==> config.mk <==
export PLATFORM = sky130hd
export DESIGN_NAME = newton_square_root_flat
export DESIGN_NICKNAME = d
export VERILOG_FILES = /design/src/sv/nsr_pkg.sv /design/src/sv/nsr_intf.sv /design/src/sv/nsr_div.sv /design/src/sv/nsr_dpath.sv /design/src/sv/nsr_ctrl.sv /design/src/sv/newton_square_root.sv /design/src/flat_wrapper.sv
export SDC_FILE = /design/constraint.sdc
export NUM_CORES = 2
export LEC_CHECK = 0
export BUFFER_PORTS_ARGS = -buffer_cell sky130_fd_sc_hd__buf_4
export CAP_MARGIN = 20
export CORE_AREA = 10 10 304 306
export DETAILED_ROUTE_END_ITERATION = 10
export DIE_AREA = 0 0 314 316
export GPL_TIMING_DRIVEN = 0
export PLACE_DENSITY = 0.79
export REMOVE_ABC_BUFFERS = 1
export SLEW_MARGIN = 15
export SYNTH_ARGS = -nofsm -noshare
export SYNTH_HDL_FRONTEND = slang
export SYNTH_SLANG_ARGS = --single-unit
export TNS_END_PERCENT = 10
==> constraint.sdc <==
create_clock -name clk -period 14.4 [get_ports clk]
set_clock_uncertainty 0.1 [all_clocks]
set_input_delay 2.88 -clock clk [delete_from_list [all_inputs] [get_ports clk]]
set_output_delay 2.88 -clock clk [all_outputs]
set_load 0.02 [all_outputs]
==> src/sv/nsr_pkg.sv <==
// Shared widths, codes, control types and helpers for the Newton square-root block.
package nsr_pkg;

  localparam int WORD_W = 32;
  localparam int SQ_W = 2 * WORD_W;
  localparam int DEN_W = WORD_W + 1;
  localparam int STEP_W = 7;
  localparam int IDX_W = 2;
  localparam int FRACTION_BITS_DEF = 16;

  localparam logic [STEP_W-1:0] STEP_CAP = STEP_W'(64);
  localparam logic [WORD_W-1:0] WORD_MAX = '1;

  typedef enum logic [IDX_W-1:0] {
    CFG_FIRST_GUESS = 2'd0,
    CFG_TOLERANCE   = 2'd1,
    CFG_ITER_LIMIT  = 2'd2
  } cfg_idx_t;

  typedef enum logic [2:0] {
    ST_IDLE,
    ST_SQUARE,
    ST_CHECK,
    ST_DIVIDE,
    ST_UPDATE,
    ST_FINISH
  } state_t;

  typedef struct packed {
    logic load;
    logic square;
    logic div_init;
    logic update;
    logic finish;
  } ctrl_cmd_t;

  typedef struct packed {
    logic first_step;
    logic above;
    logic at_limit;
    logic div_done;
  } ctrl_sts_t;

  // A limit of zero runs one step; anything beyond the cap runs the cap.
  function automatic logic [STEP_W-1:0] clamp_limit(input logic [STEP_W-1:0] lim);
    logic [STEP_W-1:0] res;
    res = lim;
    if (lim == '0) begin
      res = STEP_W'(1);
    end else if (lim > STEP_CAP) begin
      res = STEP_CAP;
    end
    return res;
  endfunction

endpackage

==> src/sv/nsr_intf.sv <==
// Handshake channel interfaces for input items, results and configuration writes.
interface nsr_in_if;
  logic                       valid;
  logic                       ready;
  logic [nsr_pkg::WORD_W-1:0] radicand;
  modport source (output valid, output radicand, input ready);
  modport sink (input valid, input radicand, output ready);
endinterface

interface nsr_out_if;
  logic                       valid;
  logic                       ready;
  logic [nsr_pkg::WORD_W-1:0] root;
  logic [nsr_pkg::STEP_W-1:0] steps_taken;
  logic                       limit_hit;
  modport source (output valid, output root, output steps_taken, output limit_hit,
                  input ready);
  modport sink (input valid, input root, input steps_taken, input limit_hit,
                output ready);
endinterface

interface nsr_cfg_if;
  logic                       valid;
  logic                       ready;
  logic [nsr_pkg::IDX_W-1:0]  index;
  logic [nsr_pkg::WORD_W-1:0] data;
  modport source (output valid, output index, output data, input ready);
  modport sink (input valid, input index, input data, output ready);
endinterface

==> src/sv/nsr_div.sv <==
// Restoring radix-2 divider producing one quotient bit per cycle.
module nsr_div #(
  parameter int QUOT_W = nsr_pkg::WORD_W + nsr_pkg::FRACTION_BITS_DEF
) (
  input  logic                        clk,
  input  logic                        rst_n,
  input  logic                        start,
  input  logic [nsr_pkg::SQ_W-1:0]    dividend,
  input  logic [nsr_pkg::DEN_W-1:0]   divisor,
  output logic                        done,
  output logic [QUOT_W-1:0]           quotient
);
  import nsr_pkg::*;

  localparam int CNT_W = $clog2(QUOT_W);

  logic [DEN_W-1:0]  rem_r;
  logic [DEN_W-1:0]  den_r;
  logic [QUOT_W-1:0] sh_r;
  logic [CNT_W-1:0]  cnt_r;
  logic              busy_r;
  logic              done_r;

  logic [DEN_W:0]    trial;
  logic [DEN_W:0]    trial_diff;
  logic              fits;
  logic [DEN_W-1:0]  rem_nxt;

  // The quotient is known to fit in QUOT_W bits, so the top of the dividend
  // is already below the divisor and seeds the partial remainder directly.
  assign trial      = {rem_r, sh_r[QUOT_W-1]};
  assign trial_diff = trial - {1'b0, den_r};
  assign fits       = (trial >= {1'b0, den_r});
  assign rem_nxt    = fits ? trial_diff[DEN_W-1:0] : trial[DEN_W-1:0];

  always_ff @(posedge clk) begin
    if (!rst_n) begin
      busy_r <= 1'b0;
      done_r <= 1'b0;
      cnt_r  <= '0;
    end else begin
      done_r <= 1'b0;
      if (start) begin
        busy_r <= 1'b1;
        cnt_r  <= CNT_W'(QUOT_W - 1);
      end else if (busy_r) begin
        cnt_r <= cnt_r - CNT_W'(1);
        if (cnt_r == '0) begin
          busy_r <= 1'b0;
          done_r <= 1'b1;
        end
      end
    end
  end

  always_ff @(posedge clk) begin
    if (start) begin
      rem_r <= DEN_W'(dividend[SQ_W-1:QUOT_W]);
      sh_r  <= dividend[QUOT_W-1:0];
      den_r <= divisor;
    end else if (busy_r) begin
      rem_r <= rem_nxt;
      sh_r  <= {sh_r[QUOT_W-2:0], fits};
    end
  end

  assign done     = done_r;
  assign quotient = sh_r;

endmodule

==> src/sv/nsr_dpath.sv <==
// Datapath: estimate, squaring, residual, division and estimate update.
module nsr_dpath #(
  parameter int FRACTION_BITS = nsr_pkg::FRACTION_BITS_DEF
) (
  input  logic                          clk,
  input  logic                          rst_n,
  input  nsr_pkg::ctrl_cmd_t            cmd,
  output nsr_pkg::ctrl_sts_t            sts,
  input  logic [nsr_pkg::WORD_W-1:0]    radicand,
  input  logic [nsr_pkg::WORD_W-1:0]    first_guess,
  input  logic [nsr_pkg::WORD_W-1:0]    tolerance,
  input  logic [nsr_pkg::STEP_W-1:0]    iteration_limit,
  output logic [nsr_pkg::WORD_W-1:0]    root,
  output logic [nsr_pkg::STEP_W-1:0]    steps
);
  import nsr_pkg::*;

  localparam int A_W    = WORD_W + FRACTION_BITS;
  localparam int QUOT_W = WORD_W + FRACTION_BITS;
  localparam int SUM_W  = QUOT_W + 1;

  logic [WORD_W-1:0] x_r;
  logic [A_W-1:0]    a_r;
  logic [SQ_W-1:0]   sq_r;
  logic [STEP_W-1:0] steps_r;
  logic [STEP_W-1:0] limit_r;
  logic              neg_r;

  logic [SQ_W-1:0]   a_ext;
  logic              sq_ge;
  logic [SQ_W-1:0]   res_up;
  logic [SQ_W-1:0]   res_dn;
  logic [SQ_W-1:0]   residual;
  logic              div_done;
  logic [QUOT_W-1:0] quot;
  logic [SUM_W-1:0]  x_sum;
  logic [WORD_W-1:0] x_nxt;

  assign a_ext    = SQ_W'(a_r);
  assign sq_ge    = (sq_r >= a_ext);
  assign res_up   = sq_r - a_ext;
  assign res_dn   = a_ext - sq_r;
  assign residual = sq_ge ? res_up : res_dn;

  nsr_div #(.QUOT_W(QUOT_W)) u_div (
    .clk      (clk),
    .rst_n    (rst_n),
    .start    (cmd.div_init),
    .dividend (residual),
    .divisor  ({x_r, 1'b0}),
    .done     (div_done),
    .quotient (quot)
  );

  // Subtracting never goes below zero: the quotient is at most half of x.
  always_comb begin
    if (neg_r) begin
      x_sum = SUM_W'(x_r) - SUM_W'(quot);
    end else begin
      x_sum = SUM_W'(x_r) + SUM_W'(quot);
    end
    if (|x_sum[SUM_W-1:WORD_W]) begin
      x_nxt = WORD_MAX;
    end else if (x_sum == '0) begin
      x_nxt = WORD_W'(1);
    end else begin
      x_nxt = x_sum[WORD_W-1:0];
    end
  end

  always_ff @(posedge clk) begin
    if (!rst_n) begin
      steps_r <= '0;
    end else if (cmd.load) begin
      steps_r <= '0;
    end else if (cmd.update) begin
      steps_r <= steps_r + STEP_W'(1);
    end
  end

  always_ff @(posedge clk) begin
    if (cmd.load) begin
      x_r     <= (first_guess == '0) ? WORD_W'(1) : first_guess;
      a_r     <= {radicand, FRACTION_BITS'(0)};
      limit_r <= clamp_limit(iteration_limit);
    end else if (cmd.update) begin
      x_r <= x_nxt;
    end
    if (cmd.square) begin
      sq_r <= x_r * x_r;
    end
    if (cmd.div_init) begin
      neg_r <= sq_ge;
    end
  end

  assign sts.first_step = (steps_r == '0);
  assign sts.above      = sq_ge && (res_up > SQ_W'(tolerance));
  assign sts.at_limit   = (steps_r >= limit_r);
  assign sts.div_done   = div_done;

  assign root  = x_r;
  assign steps = steps_r;

endmodule

==> src/sv/nsr_ctrl.sv <==
// Controller state machine sequencing the Newton steps of one item.
module nsr_ctrl (
  input  logic               clk,
  input  logic               rst_n,
  input  logic               in_valid,
  output logic               in_ready,
  input  logic               out_free,
  input  nsr_pkg::ctrl_sts_t sts,
  output nsr_pkg::ctrl_cmd_t cmd
);
  import nsr_pkg::*;

  state_t state_r;
  state_t state_nxt;
  logic   go_on;

  // The first step always runs; later ones only while the residual is too
  // large and the limit has not been reached.
  assign go_on = sts.first_step || (sts.above && !sts.at_limit);

  always_ff @(posedge clk) begin
    if (!rst_n) begin
      state_r <= ST_IDLE;
    end else begin
      state_r <= state_nxt;
    end
  end

  always_comb begin
    state_nxt = state_r;
    unique case (state_r)
      ST_IDLE: begin
        if (in_valid) state_nxt = ST_SQUARE;
      end
      ST_SQUARE: state_nxt = ST_CHECK;
      ST_CHECK: begin
        state_nxt = go_on ? ST_DIVIDE : ST_FINISH;
      end
      ST_DIVIDE: begin
        if (sts.div_done) state_nxt = ST_UPDATE;
      end
      ST_UPDATE: state_nxt = ST_SQUARE;
      ST_FINISH: begin
        if (out_free) state_nxt = ST_IDLE;
      end
      default: state_nxt = ST_IDLE;
    endcase
  end

  always_comb begin
    cmd      = '0;
    in_ready = 1'b0;
    unique case (state_r)
      ST_IDLE: begin
        in_ready = 1'b1;
        cmd.load = in_valid;
      end
      ST_SQUARE: cmd.square = 1'b1;
      ST_CHECK:  cmd.div_init = go_on;
      ST_DIVIDE: ;
      ST_UPDATE: cmd.update = 1'b1;
      ST_FINISH: cmd.finish = out_free;
      default: ;
    endcase
  end

endmodule

==> src/sv/newton_square_root.sv <==
// Top level of the Newton-Raphson square-root block with configuration and result register.
//
// Usage: each transfer on in_chan carries one unsigned Q16.16 radicand; each
// transfer on out_chan returns its root (Q16.16, saturated), the number of
// Newton steps taken and a flag that is set when the iteration limit rather
// than the tolerance ended the loop. Exactly one result follows each input.
// cfg_chan writes first_guess, tolerance and iteration_limit by index; it is
// always ready, and writes should only be made while no item is in flight.
// Each Newton step squares the estimate, checks the residual, runs the
// one-bit-per-cycle divider (32 + FRACTION_BITS quotient bits) and
// updates the estimate. One item is worked on at a time.
// Reset: synchronous, active low; the registers return to a first guess of
// 2.0, a tolerance of about 1e-4 and a limit of 32 steps, and no result is held.
// Stalls: a finished result waits in the output register, so the next item
// can be accepted and worked on; only when a new result is ready while the
// old one is still untaken does the block wait.
module newton_square_root #(
  parameter int FRACTION_BITS = nsr_pkg::FRACTION_BITS_DEF
) (
  input  logic       clk,
  input  logic       rst_n,
  nsr_in_if.sink     in_chan,
  nsr_out_if.source  out_chan,
  nsr_cfg_if.sink    cfg_chan
);
  import nsr_pkg::*;

  // Reset values follow the fraction width: 2.0 and round(1e-4 * 2^(2F)),
  // the latter saturated to the register width.
  localparam logic [WORD_W-1:0] FG_RST   = WORD_W'(2) << FRACTION_BITS;
  localparam logic [SQ_W-1:0]   TOL_FULL =
    ((SQ_W'(1) << (2 * FRACTION_BITS)) + SQ_W'(5000)) / SQ_W'(10000);
  localparam logic [WORD_W-1:0] TOL_RST  =
    (TOL_FULL > SQ_W'(WORD_MAX)) ? WORD_MAX : TOL_FULL[WORD_W-1:0];
  localparam logic [STEP_W-1:0] LIM_RST  = STEP_W'(32);

  logic [WORD_W-1:0] first_guess_r;
  logic [WORD_W-1:0] tolerance_r;
  logic [STEP_W-1:0] iter_limit_r;

  logic              out_valid_r;
  logic [WORD_W-1:0] root_r;
  logic [STEP_W-1:0] steps_r;
  logic              hit_r;

  ctrl_cmd_t         cmd;
  ctrl_sts_t         sts;
  logic              out_free;
  logic [WORD_W-1:0] dp_root;
  logic [STEP_W-1:0] dp_steps;

  // Configuration registers: every write transfer is taken at once; an
  // index beyond the register list is ignored.
  assign cfg_chan.ready = 1'b1;

  always_ff @(posedge clk) begin
    if (!rst_n) begin
      first_guess_r <= FG_RST;
      tolerance_r   <= TOL_RST;
      iter_limit_r  <= LIM_RST;
    end else if (cfg_chan.valid) begin
      unique case (cfg_idx_t'(cfg_chan.index))
        CFG_FIRST_GUESS: first_guess_r <= cfg_chan.data;
        CFG_TOLERANCE:   tolerance_r   <= cfg_chan.data;
        CFG_ITER_LIMIT:  iter_limit_r  <= cfg_chan.data[STEP_W-1:0];
        default: ;
      endcase
    end
  end

  // The output register is free when empty or being emptied this cycle.
  assign out_free = !out_valid_r || out_chan.ready;

  nsr_ctrl u_ctrl (
    .clk      (clk),
    .rst_n    (rst_n),
    .in_valid (in_chan.valid),
    .in_ready (in_chan.ready),
    .out_free (out_free),
    .sts      (sts),
    .cmd      (cmd)
  );

  nsr_dpath #(.FRACTION_BITS(FRACTION_BITS)) u_dpath (
    .clk             (clk),
    .rst_n           (rst_n),
    .cmd             (cmd),
    .sts             (sts),
    .radicand        (in_chan.radicand),
    .first_guess     (first_guess_r),
    .tolerance       (tolerance_r),
    .iteration_limit (iter_limit_r),
    .root            (dp_root),
    .steps           (dp_steps)
  );

  // Result register. At finish the residual check of the last step is still
  // on the status lines, so "above" tells whether the limit stopped the loop.
  always_ff @(posedge clk) begin
    if (!rst_n) begin
      out_valid_r <= 1'b0;
    end else if (cmd.finish) begin
      out_valid_r <= 1'b1;
    end else if (out_chan.ready) begin
      out_valid_r <= 1'b0;
    end
  end

  always_ff @(posedge clk) begin
    if (cmd.finish) begin
      root_r  <= dp_root;
      steps_r <= dp_steps;
      hit_r   <= sts.above;
    end
  end

  assign out_chan.valid       = out_valid_r;
  assign out_chan.root        = root_r;
  assign out_chan.steps_taken = steps_r;
  assign out_chan.limit_hit   = hit_r;

`ifndef SYNTHESIS
  a_steps_range: assert property (@(posedge clk) disable iff (!rst_n)
    out_valid_r |-> (steps_r != '0) && (steps_r <= STEP_CAP))
    else $error("result step count out of range");

  a_limit_steps: assert property (@(posedge clk) disable iff (!rst_n)
    (out_valid_r && hit_r) |-> (steps_r == clamp_limit(iter_limit_r)))
    else $error("limit flag set without reaching the step limit");

  a_root_nonzero: assert property (@(posedge clk) disable iff (!rst_n)
    out_valid_r |-> (root_r != '0))
    else $error("zero root delivered");

  a_no_overwrite: assert property (@(posedge clk) disable iff (!rst_n)
    (out_valid_r && !out_chan.ready) |-> !cmd.finish)
    else $error("pending result overwritten");
`endif

endmodule
==> src/flat_wrapper.sv <==
// flat-port wrapper written by rule: the top's interface ports become plain ports
module newton_square_root_flat import nsr_pkg::*;
#(
  parameter int FRACTION_BITS = nsr_pkg::FRACTION_BITS_DEF
)
  (clk, rst_n, in_chan_valid, in_chan_radicand, in_chan_ready, out_chan_valid, out_chan_root, out_chan_steps_taken, out_chan_limit_hit, out_chan_ready, cfg_chan_valid, cfg_chan_index, cfg_chan_data, cfg_chan_ready);
  nsr_in_if in_chan_i ();
  nsr_out_if out_chan_i ();
  nsr_cfg_if cfg_chan_i ();
  input  logic clk;
  input  logic rst_n;
  input wire logic [$bits(in_chan_i.valid)-1:0] in_chan_valid;
  input wire logic [$bits(in_chan_i.radicand)-1:0] in_chan_radicand;
  output wire logic [$bits(in_chan_i.ready)-1:0] in_chan_ready;
  output wire logic [$bits(out_chan_i.valid)-1:0] out_chan_valid;
  output wire logic [$bits(out_chan_i.root)-1:0] out_chan_root;
  output wire logic [$bits(out_chan_i.steps_taken)-1:0] out_chan_steps_taken;
  output wire logic [$bits(out_chan_i.limit_hit)-1:0] out_chan_limit_hit;
  input wire logic [$bits(out_chan_i.ready)-1:0] out_chan_ready;
  input wire logic [$bits(cfg_chan_i.valid)-1:0] cfg_chan_valid;
  input wire logic [$bits(cfg_chan_i.index)-1:0] cfg_chan_index;
  input wire logic [$bits(cfg_chan_i.data)-1:0] cfg_chan_data;
  output wire logic [$bits(cfg_chan_i.ready)-1:0] cfg_chan_ready;
  assign in_chan_i.valid = in_chan_valid;
  assign in_chan_i.radicand = in_chan_radicand;
  assign in_chan_ready = in_chan_i.ready;
  assign out_chan_valid = out_chan_i.valid;
  assign out_chan_root = out_chan_i.root;
  assign out_chan_steps_taken = out_chan_i.steps_taken;
  assign out_chan_limit_hit = out_chan_i.limit_hit;
  assign out_chan_i.ready = out_chan_ready;
  assign cfg_chan_i.valid = cfg_chan_valid;
  assign cfg_chan_i.index = cfg_chan_index;
  assign cfg_chan_i.data = cfg_chan_data;
  assign cfg_chan_ready = cfg_chan_i.ready;
  newton_square_root #(.FRACTION_BITS(FRACTION_BITS)) u_core (.clk(clk), .rst_n(rst_n), .in_chan(in_chan_i), .out_chan(out_chan_i), .cfg_chan(cfg_chan_i));
endmodule
==> flow_summary.toml <==
[status]
status = "complete, no violations"

[setup_path]
slowest_delay_ns = 0.89
crit_path_top_delay_cell = "edfxtp_1"
crit_arrival_ns = 10.13
cp_max_fo = 10
cp-start-kind = "flop"
critPathTopFamily = "adder cells"
crit_top_cell = "fa_1"
crit_required_ns = 14.67
worstSetupPathType = "reg -> reg"
endpoint_kind = "flop"
worst-path-buf-inv = 6

[floorplanning]
die_area_mm2 = 0.0992
die_w_um = 314
core_mm2 = 0.0862
initial_core_util = 0.624
fp-row-count = 108
dieHeight_um = 316
pin_count = 114

[synth]
async_flop_share = 0
yosys_warnings = 0
ys_seq_area_frac = 0.191
ys_types = 93
synth_edf_count = 271
synth_area_mm2 = 0.0538
netlist_instances = 5788
synthFlopType = "edfxtp_1"
syn_avg_cell_area_um2 = 9.29
synth-seq-cells = 378

[timing]
setup_viol = 0
slew_headroom = 0.190
worst_slew_pin_slew_ns = 1.20
finalHoldViolCount = 0
tns_ns = 0
rsz0062_at_grt = "false"
fin_crit_sh = 0.685
slew_viol_final = 0
period_minus_slack_ns = 9.86
fmax_mhz = 101

[layout]
drive_gt1_frac = 0.0663
syn_to_final_growth_pct = 8.59
final_common_cell = "inv_1"
nets = 7153
final_cell_mix = "inv_1 (1,146), fa_1 (797), nand2_1 (541)"

[grt]
grt_use_met3 = 0.0552
grt_start_max_net_pins = 89
use_met2 = 0.504
antenna_found_initial = 4
gr-total-overflow = 0
grtUsageTotal = 0.308
grt_pass1_wl_mm = 239
globalRoute.busiestLayer = "met2"
use_met1 = 0.390
grt_pass1_vias = 43400

[cts]
cts_made_buffers = 42
clkSinkCount = 378
clock_latency_ns = 0.63
root_buffer = "clkbuf_16"
cts_resized = 0
hold_buffers = 0
post_cts_buffers = 0
path_clk_slew_ns = 0.06
clk_path_buf_depth = 3
cts_tree = "yes"
h-tree-depth = 2

[flow_run]
cap_violations = 0

[detailed_routing]
firstDrtPassIters = 5
drt-initial-drc-count = 3620
post_drt_wl_per_cell_um = 21.6
drtAntennaViolNets = 0
wirelength_mm = 151
post-route-drc-count = 0
via_count = 41400
vias_per_cell = 5.91

[worst_hold_path]
hold_path_class = "reg -> reg"

[placed_design]
hpwlAfterDp_mm = 125
place_congestion = 0.981
portBuffers = 112
registers in the layout, indices dropped and copies added (netlist names), 7 cells and up:
name                           cells
u_core.first_guess_r              32
u_core.u_dpath.u_div.quotient     48
u_core.u_dpath.root               32
u_core.u_dpath.steps               7
u_core.out_chan.steps_taken        7
u_core.u_dpath.u_div.den_r        32
u_core.tolerance_r                32
u_core.iter_limit_r                7
u_core.out_chan.root              32
u_core.u_dpath.limit_r             7
u_core.u_dpath.u_div.rem_r        33
u_core.u_dpath.sq_r               63
u_core.u_dpath.a_r                32
worst register-to-register path, delay by kind of cell, from the launching register on:
kind,cells,cell delay (ns)
AND/OR/NAND/NOR,2,0.83
flip-flops,1,0.89
adder cells (fa/ha/maj),9,4.38
XOR/XNOR,1,0.10
buffers and inverters,6,0.90
AO/OA/AOI/OAI,10,2.43
synthesized netlist by cell type, drive strengths merged (22+ instances only):
cell type  number  area (um2)
a31o           24         210
nand3          50         255
xor2          104         911
ha            468        5860
fa            797       16000
o21a           32         240
dfxtp         107        2140
a21boi         71         533
a21oi         328        1750
nand4          54         344
o21ai         191         956
buf            30         171
or3            30         188
a21o          132         991
nor2b          48         300
and3           27         169
inv          1149        4310
clkbuf        195         732
o211ai         35         263
o21bai         22         165
nor2          254         953
nand2b         39         244
a31oi          30         188
and2          244        1530
xnor2         185        1650
edfxtp        271        8140
mux2i          33         330
nor4           35         283
nand2         542        2030
nor3           60         305
per-stage QoR:
step / cells / cell area [um2] / hold WS (ns) / worst slack [ns] / util
floorplan: 5564 / 52900 / 0.343 / 5.68 / -
global placement: 6831 / 55200 / 0.352 / 0.919 / 0.640
detailed placement: 6928 / 57000 / 0.362 / 4.79 / 0.661
CTS: 7005 / 58400 / 0.370 / 4.73 / 0.678
global route: 7005 / 58400 / 0.392 / 4.40 / 0.678
finish: 7006 / 58400 / 0.367 / 4.54 / 0.678
final cells by class:
type | count | area (um2)
antenna | 1 | 2.50
clock buffer | 55 | 1170
clock inverter | 22 | 264
fill | 6654 | 27800
inverter | 1151 | 4320
multi-input combinational | 4035 | 38400
sequential | 378 | 10300
tap | 1155 | 1450
timing repair buffer | 209 | 2570
final timing paths:
| path | startpoint | endpoint | slack, ns | cells after the start |
|---|---|---|---|---|
| worst max register to register | u_core.u_dpath.root[7] | u_core.u_dpath.sq_r[58] | 4.54 | 28 |
| worst max-delay path | u_core.u_dpath.root[7] | u_core.u_dpath.sq_r[58] | 4.54 | 28 |
| worst min-delay path | u_core.tolerance_r[21] | u_core.tolerance_r[21] | 0.37 | 2 |
| worst min register to register | u_core.tolerance_r[21] | u_core.tolerance_r[21] | 0.37 | 2 |
cells by family (layout without fill, tap and decap cells):
group,after synthesis,after routing,share of synthesized area
DFF,378,378,0.191
AOI/OAI and AO/OA,988,988,0.118
xor gates and xnor gates,289,289,0.0476
muxes,40,40,0.00761
and+or+nand+nor,1450,1450,0.133
adders and majority gates,1265,1265,0.405
buffers and inverters,1376,1437,0.0971
other,2,4,0.000140
metal layers:
layer	vias to the layer above	wire (um)
met5	-	31
met4	6	9210
met3	427	12900
met2	1752	70700
met1	20500	58500
li1	18700	-
Power is left out: the tool's default activity adds up to more than one toggle a clock period on the data nets, which glitch-free logic cannot reach.
